--- src/hw/rtl/rsa_key_recovery_common_factor_unit_defines.svh ---
// assertion macros used by the rtl unit
`ifndef RSA_KEY_RECOVERY_COMMON_FACTOR_UNIT_DEFINES_SVH
`define RSA_KEY_RECOVERY_COMMON_FACTOR_UNIT_DEFINES_SVH
`ifndef SYNTHESIS
`define RKR_ASSERT(lbl, clk, rst_n, prop) \
	lbl: assert property (@(posedge clk) disable iff (!rst_n) (prop)) \
		else $error("rkr assertion failed");
`define RKR_ASSERT_IMPL(lbl, clk, rst_n, ante, cons) \
	lbl: assert property (@(posedge clk) disable iff (!rst_n) (ante) |-> (cons)) \
		else $error("rkr assertion failed");
`else
`define RKR_ASSERT(lbl, clk, rst_n, prop)
`define RKR_ASSERT_IMPL(lbl, clk, rst_n, ante, cons)
`endif
`endif

--- src/hw/rtl/rkr_pkg.sv ---
`timescale 1ns / 1ps
// ----------------------------------------------------------------------------
// rkr_pkg
// sequencer states and status codes of the common factor key recovery unit
// ----------------------------------------------------------------------------
package rkr_pkg;

	typedef enum logic [9:0] {
		S_IDLE    = 10'b00_0000_0001,
		S_GCD_CHK = 10'b00_0000_0010,
		S_GCD_DIV = 10'b00_0000_0100,
		S_QDIV    = 10'b00_0000_1000,
		S_PHI_MUL = 10'b00_0001_0000,
		S_EXT_CHK = 10'b00_0010_0000,
		S_EXT_DIV = 10'b00_0100_0000,
		S_EXT_MUL = 10'b00_1000_0000,
		S_FIN     = 10'b01_0000_0000,
		S_DONE    = 10'b10_0000_0000
	} state_t;

	typedef logic [1:0] status_t;

	localparam status_t ST_FOUND     = 2'd0;
	localparam status_t ST_NO_FACTOR = 2'd1;
	localparam status_t ST_NOT_INV   = 2'd2;

endpackage

--- src/hw/rtl/rsa_key_recovery_common_factor_unit.sv ---
`timescale 1ns / 1ps
// ----------------------------------------------------------------------------
// rsa_key_recovery_common_factor_unit
// recovers p, q and d from a modulus, an exponent and a block sharing a factor
// ----------------------------------------------------------------------------
// usage:
//   input channel  in_valid/in_ready carries modulus, public_exponent and
//   known_block; output channel out_valid/out_ready carries status, factor_p,
//   factor_q and private_exponent. one result beat per input beat.
//   in_ready is high only while the unit is idle; one item is worked at a time.
// datapath:
//   one restoring divider (one quotient bit per cycle) and one shift-add
//   multiplier are run by the sequencer. gcd takes one divide per euclid
//   step, the inverse one divide and one multiply per step, plus one
//   divide for q and one multiply for phi.
// reset:
//   arst_n clears the sequencer to idle; no result is pending after reset.
// stall:
//   the result is held in output registers until out_ready takes the beat;
//   no new item is accepted before that.
// ----------------------------------------------------------------------------
`include "rsa_key_recovery_common_factor_unit_defines.svh"

module rsa_key_recovery_common_factor_unit
	import rkr_pkg::*;
#(
	parameter int DATA_WIDTH = 63
) (
	input  logic                  clk,
	input  logic                  arst_n,
	input  logic                  in_valid,
	output logic                  in_ready,
	input  logic [DATA_WIDTH-1:0] modulus,
	input  logic [DATA_WIDTH-1:0] public_exponent,
	input  logic [DATA_WIDTH-1:0] known_block,
	output logic                  out_valid,
	input  logic                  out_ready,
	output logic [1:0]            status,
	output logic [DATA_WIDTH-1:0] factor_p,
	output logic [DATA_WIDTH-1:0] factor_q,
	output logic [DATA_WIDTH-1:0] private_exponent
);

	localparam int W  = DATA_WIDTH;
	localparam int MW = DATA_WIDTH + 2;
	localparam int CW = $clog2(DATA_WIDTH);
	localparam logic [CW-1:0] CNT_LAST = CW'(DATA_WIDTH - 1);

	state_t        state_q;
	logic [CW-1:0] cnt_q;

	logic [W-1:0]  n_q, e_q, a_q, b_q, p_q, q_q, phi_q, r_q, nr_q, d_q;
	logic [MW-1:0] t_q, nt_q;
	status_t       status_q;

	// shared restoring divider
	logic [W-1:0]  div_rem_q, div_quo_q, div_den_q;
	logic [W:0]    div_sh;
	logic          div_ge;
	logic [W-1:0]  div_rem_nx, div_quo_nx;

	// shared shift-add multiplier, two's complement mod 2^MW
	logic [MW-1:0] mul_acc_q, mul_mcand_q;
	logic [W-1:0]  mul_mplier_q;
	logic [MW-1:0] mul_acc_nx;

	logic          last;
	logic [MW-1:0] phi_ext;

	assign div_sh     = {div_rem_q, div_quo_q[W-1]};
	assign div_ge     = div_sh >= {1'b0, div_den_q};
	assign div_rem_nx = div_ge ? W'(div_sh - {1'b0, div_den_q}) : div_sh[W-1:0];
	assign div_quo_nx = {div_quo_q[W-2:0], div_ge};
	assign mul_acc_nx = mul_acc_q + (mul_mplier_q[0] ? mul_mcand_q : '0);
	assign last       = cnt_q == CNT_LAST;
	assign phi_ext    = {2'b00, phi_q};

	assign in_ready         = state_q == S_IDLE;
	assign out_valid        = state_q == S_DONE;
	assign status           = status_q;
	assign factor_p         = p_q;
	assign factor_q         = q_q;
	assign private_exponent = d_q;

	always_ff @(posedge clk or negedge arst_n) begin
		if (!arst_n) begin
			state_q <= S_IDLE;
			cnt_q   <= '0;
		end else begin
			case (state_q)
				S_IDLE: begin
					if (in_valid) state_q <= S_GCD_CHK;
				end
				S_GCD_CHK: begin
					cnt_q <= '0;
					if (b_q != '0) state_q <= S_GCD_DIV;
					else if (n_q == '0 || a_q <= W'(1) || a_q == n_q) state_q <= S_DONE;
					else state_q <= S_QDIV;
				end
				S_GCD_DIV: begin
					cnt_q <= last ? '0 : cnt_q + CW'(1);
					if (last) state_q <= S_GCD_CHK;
				end
				S_QDIV: begin
					cnt_q <= last ? '0 : cnt_q + CW'(1);
					if (last) state_q <= S_PHI_MUL;
				end
				S_PHI_MUL: begin
					cnt_q <= last ? '0 : cnt_q + CW'(1);
					if (last) state_q <= S_EXT_CHK;
				end
				S_EXT_CHK: begin
					cnt_q <= '0;
					if (nr_q != '0) state_q <= S_EXT_DIV;
					else if (r_q > W'(1)) state_q <= S_DONE;
					else state_q <= S_FIN;
				end
				S_EXT_DIV: begin
					cnt_q <= last ? '0 : cnt_q + CW'(1);
					if (last) state_q <= S_EXT_MUL;
				end
				S_EXT_MUL: begin
					cnt_q <= last ? '0 : cnt_q + CW'(1);
					if (last) state_q <= S_EXT_CHK;
				end
				S_FIN: begin
					state_q <= S_DONE;
				end
				S_DONE: begin
					if (out_ready) state_q <= S_IDLE;
				end
				default: begin
					state_q <= S_IDLE;
				end
			endcase
		end
	end

	always_ff @(posedge clk) begin
		case (state_q)
			S_IDLE: begin
				if (in_valid) begin
					n_q <= modulus;
					e_q <= public_exponent;
					a_q <= known_block;
					b_q <= modulus;
				end
			end
			S_GCD_CHK: begin
				div_rem_q <= '0;
				if (b_q != '0) begin
					div_quo_q <= a_q;
					div_den_q <= b_q;
				end else begin
					p_q       <= a_q;
					div_quo_q <= n_q;
					div_den_q <= a_q;
					if (n_q == '0 || a_q <= W'(1) || a_q == n_q) begin
						status_q <= ST_NO_FACTOR;
						q_q      <= '0;
						d_q      <= '0;
					end
				end
			end
			S_GCD_DIV: begin
				div_rem_q <= div_rem_nx;
				div_quo_q <= div_quo_nx;
				if (last) begin
					a_q <= b_q;
					b_q <= div_rem_nx;
				end
			end
			S_QDIV: begin
				div_rem_q <= div_rem_nx;
				div_quo_q <= div_quo_nx;
				if (last) begin
					q_q          <= div_quo_nx;
					mul_acc_q    <= '0;
					mul_mcand_q  <= {2'b00, p_q - W'(1)};
					mul_mplier_q <= div_quo_nx - W'(1);
				end
			end
			S_PHI_MUL: begin
				mul_acc_q    <= mul_acc_nx;
				mul_mcand_q  <= {mul_mcand_q[MW-2:0], 1'b0};
				mul_mplier_q <= {1'b0, mul_mplier_q[W-1:1]};
				if (last) begin
					phi_q <= mul_acc_nx[W-1:0];
					r_q   <= mul_acc_nx[W-1:0];
					nr_q  <= e_q;
					t_q   <= '0;
					nt_q  <= MW'(1);
				end
			end
			S_EXT_CHK: begin
				div_rem_q <= '0;
				div_quo_q <= r_q;
				div_den_q <= nr_q;
				if (nr_q == '0) begin
					if (r_q > W'(1)) begin
						status_q <= ST_NOT_INV;
						d_q      <= '0;
					end else if (t_q[MW-1]) begin
						t_q <= t_q + phi_ext;
					end
				end
			end
			S_EXT_DIV: begin
				div_rem_q <= div_rem_nx;
				div_quo_q <= div_quo_nx;
				if (last) begin
					r_q          <= nr_q;
					nr_q         <= div_rem_nx;
					mul_acc_q    <= '0;
					mul_mcand_q  <= nt_q;
					mul_mplier_q <= div_quo_nx;
				end
			end
			S_EXT_MUL: begin
				mul_acc_q    <= mul_acc_nx;
				mul_mcand_q  <= {mul_mcand_q[MW-2:0], 1'b0};
				mul_mplier_q <= {1'b0, mul_mplier_q[W-1:1]};
				if (last) begin
					t_q  <= nt_q;
					nt_q <= t_q - mul_acc_nx;
				end
			end
			S_FIN: begin
				// t is in 0..phi here, one subtract folds it below phi
				status_q <= ST_FOUND;
				d_q      <= (t_q >= phi_ext) ? W'(t_q - phi_ext) : t_q[W-1:0];
			end
			S_DONE: begin
			end
			default: begin
			end
		endcase
	end

	`RKR_ASSERT(a_ready_vs_valid, clk, arst_n, !(in_ready && out_valid))
	`RKR_ASSERT_IMPL(a_div_den_nonzero, clk, arst_n,
		(state_q == S_GCD_DIV || state_q == S_QDIV || state_q == S_EXT_DIV),
		div_den_q != '0)
	`RKR_ASSERT_IMPL(a_no_factor_zeros, clk, arst_n,
		out_valid && status_q == ST_NO_FACTOR, q_q == '0 && d_q == '0)
	`RKR_ASSERT_IMPL(a_d_below_phi, clk, arst_n,
		out_valid && status_q == ST_FOUND, d_q < phi_q)

endmodule

--- config.mk ---
export PLATFORM = sky130hd
export DESIGN_NAME = rsa_key_recovery_common_factor_unit
export DESIGN_NICKNAME = d
export VERILOG_FILES = /design/src/hw/rtl/rkr_pkg.sv /design/src/hw/rtl/rsa_key_recovery_common_factor_unit.sv
export VERILOG_INCLUDE_DIRS = /design/src /design/src/hw/rtl
export SDC_FILE = /design/constraint.sdc
export NUM_CORES = 2
export LEC_CHECK = 0
export BUFFER_PORTS_ARGS = -buffer_cell sky130_fd_sc_hd__buf_4
export CAP_MARGIN = 30
export CELL_PAD_IN_SITES_DETAIL_PLACEMENT = 0
export CELL_PAD_IN_SITES_GLOBAL_PLACEMENT = 1
export CORE_UTILIZATION = 44
export DETAILED_ROUTE_END_ITERATION = 16
export PLACE_DENSITY_LB_ADDON = 0.15
export SKIP_CTS_REPAIR_TIMING = 1
export SYNTH_ARGS = -nofsm -noshare
export SYNTH_HDL_FRONTEND = slang
export SYNTH_SLANG_ARGS = --single-unit
--- constraint.sdc ---
create_clock -name clk -period 11.2 [get_ports clk]
set_input_delay 0.56 -clock clk [delete_from_list [all_inputs] [get_ports clk]]
set_output_delay 0.56 -clock clk [all_outputs]
set_load 0.05 [all_outputs]
==> flow_summary.json <==
{
  "yosysTopAreaCell": "edfxtp_1",
  "final_area_um2": 78400,
  "final_max_slew_viol_count": 0,
  "drc": 0,
  "sw_frac_of_total_pct": 34.9,
  "clockBufferDepth": 3,
  "fin_skew_ns": 0.0478,
  "crit_type": "register to register",
  "rr_worst_depth": 31,
  "min_period_ns": 7.79,
  "placed_area_um2": 72600,
  "intPower_mw": 9.56,
  "p_per_area_nw_per_um2": 187,
  "setup_violations": 0,
  "startpoint": "mul_mplier_q[0]",
  "synth_top_area_share_pct": 50.8,
  "firstDrtPassIters": 6,
  "grt_pass1_vias": 51303,
  "grt_pass1_wl_mm": 350,
  "wl_mm": 244,
  "crit_buf_inv": 2,
  "critPathCapture": "nt_q[57]",
  "insertion_delay_ns": 0.79,
  "htree_levels": 4,
  "finalPower_mw": 14.7,
  "yosysSeqAreaShare_pct": 51.4,
  "r2r_start": "mul_mplier_q[0]",
  "synth_ff_type": "edfxtp_1",
  "ff2ff_setup_slack_ns": 3.41,
  "dieArea_um2": 155000,
  "synth_area_leaders": "edfxtp_1 51%, ha_1 5.6%, o21ai_0 4.5%, nand2_1 4.1%, a21oi_1 3.9%",
  "clk_pin_slew_worst_paths_ns": 0.05,
  "worst_ep_arrival_time_ns": 8.27,
  "io-pin-count": 386,
  "min_period_over_period_pct": 69.6,
  "area_growth_pct": 16.0,
  "pwr-share-comb_pct": 23.7,
  "max-cap-violations": 0,
  "timing.fmax_ghz": 0.128,
  "relSlewSlack_pct": 29.4,
  "synthArstFlopShare_pct": 1.38,
  "ys_ff_latch": 1160,
  "start_kind": "register",
  "core_area_um2": 152000,
  "r2r_end": "nt_q[57]",
  "path_depth": 31,
  "dr_total_vias": 54434,
  "max_stage_delay_ns": 0.47,
  "crit_fanout": 65,
  "endpoint_kind": "register",
  "rows": 143,
  "drive_above_1_share_pct": 10.8,
  "drt_iter0_markers": 6157,
  "static-leakage-power_nw": 28.3,
  "grt_max_degree": 132,
  "nets": 7602,
  "cts-root-buf": "clkbuf_16",
  "crit_path_frequent_cell": "a21oi_1",
  "synthDistinctLibCells": 109,
  "syn-cell-area_um2": 67600,
  "power.share.clock_pct": 31.3,
  "cts_sinks": 1160,
  "synth_warnings": 0,
  "syn_avg_cell_area_um2": 10.1,
  "postRouteAntennaNets": 0,
  "hold_viol": 0,
  "tightest_slew_ns": 1.05,
  "viasPerCell": 5.89,
  "dieWidth_um": 394,
  "wl_per_cell_um": 26.4,
  "status": "complete, no violations",
  "dp_hpwl_mm": 186,
  "critical-path-top-delay-family": "compound AO/OA/AOI/OAI gates",
  "pre_cts_ws_ns": 3.37,
  "port_buffers": 385,
  "grt_usage_pct": 30.5,
  "grt_overflow": 0,
  "final.setup.tns_ns": 0,
  "cp_slowest_cell": "buf_4",
  "grt_setup_unrepaired": "no",
  "synth-edff-count": 1144,
  "antenna_found_initial": 12,
  "place_congestion": 0.997,
  "synthesis.nets": 7203,
  "hold_path_class": "primary input to register",
  "setup_slack_ns": 3.41,
  "start_util_pct": 44.4,
  "switchingPower_mw": 5.11,
  "synth_cells": 6701,
  "tritoncts": "yes",
  "vdd_ir_drop_max_uv": 154,
  "dieHeight_um": 394,
  "cts_made_buffers": 135,
  "cp.required_ns": 11.68,
  "pwr-share-seq_pct": 45.0
}
routing by layer:
metal | vias up | global-route usage [%] | part of all wire (%)
met3 | 404 | 3.77 | 7.0
met1 | 26371 | 45.2 | 46
met4 | 4 | 13.3 | 5.0
met2 | 2298 | 44.7 | 42
met5 | - | 0 | 0.010
li1 | 25357 | - | -
through the flow:
step / instances / hold WS, ns / util [%]
global placement: 8862 / 0.436 / 47.6
CTS: 9113 / -0.404 / 50.6
floorplan: 6701 / 0.264 / -
finish: 9242 / 0.0349 / 51.5
detailed placement: 8867 / 0.434 / 47.7
global route: 9239 / -0.000191 / 51.5
sequential cells by signal, summed over array words and instances, names as in the netlist, 65 cells and up:
signal,flops
mul_acc_q,65
mul_mcand_q,65
nt_q,65
t_q,65
synth_stat cells (34+ instances only):
cell,instances
edfxtp_1,1144
nand2_1,746
nor2_1,653
o21ai_0,610
a21oi_1,525
inv_1,308
ha_1,304
clkbuf_1,283
xnor2_1,263
and2_1,160
xor2_1,159
nor4_1,138
a22oi_1,131
a21o_1,121
nor3_1,98
nand4_1,87
mux2i_1,84
nand3_1,72
o21bai_1,65
nand2b_1,46
nor2b_1,46
a221o_1,44
a31oi_1,39
o21ai_1,37
and3_1,34
cell families after synthesis:
group	synth area share [%]
simple gates	15.4
compound gates	16.6
flops	51.4
buf+inv	3.58
xor+xnor	5.65
fa+ha+maj	5.98
mux	1.34
area by class of cell:
type                            count  area [um^2]
Clock buffer                      165         3560
Multi-Input combinational cell   4901        30600
Fill cell                       13909        73800
Antenna cell                        3         7.51
Timing Repair Buffer              586         4790
Clock inverter                     81          967
Tap cell                         2030         2540
Inverter                          316         1190
Sequential cell                  1160        34800
how the worst min path moves through the flow:
| stage | endpoint | cells past startpoint | start |
|---|---|---|---|
| finish | n_q[41] | 1 | modulus[41] |
| global route | n_q[27] | 1 | modulus[27] |
| CTS | cnt_q[0] | 1 | arst_n |
| detailed placement | cnt_q[4] | 1 | arst_n |
| global placement | cnt_q[4] | 1 | arst_n |
| floorplan | cnt_q[0] | 0 | arst_n |
cell usage in the layout, fill, tap and decap left out, types with 65 or more instances in the layout:
| cell | n |
|---|---|
| a22oi_1 | 131 |
| clkbuf_16 | 138 |
| and2_1 | 159 |
| dlygate4sd3_1 | 120 |
| ha_1 | 304 |
| nor2_1 | 650 |
| xnor2_1 | 263 |
| a21oi_1 | 525 |
| nand3_1 | 69 |
| o21ai_0 | 610 |
| o21bai_1 | 65 |
| nor3_1 | 96 |
| nand4_1 | 87 |
| inv_1 | 306 |
| nand2_1 | 740 |
| edfxtp_1 | 1144 |
| mux2i_1 | 84 |
| a21o_1 | 121 |
| nor4_1 | 132 |
| buf_4 | 455 |
| xor2_1 | 159 |
power by group through the flow:
stage / logic, mW / clock network [mW] / registers (mW)
6_report: 3.48 / 4.59 / 6.60
5_1_grt: 3.76 / 4.81 / 6.64
4_1_cts: 3.38 / 4.66 / 6.57
3_5_place_dp: 3.36 / 0 / 6.66
3_3_place_gp: 3.35 / 0 / 6.65
2_1_floorplan: 2.06 / 0 / 6.45
No activity file was read; power rests on OpenSTA's default activity.
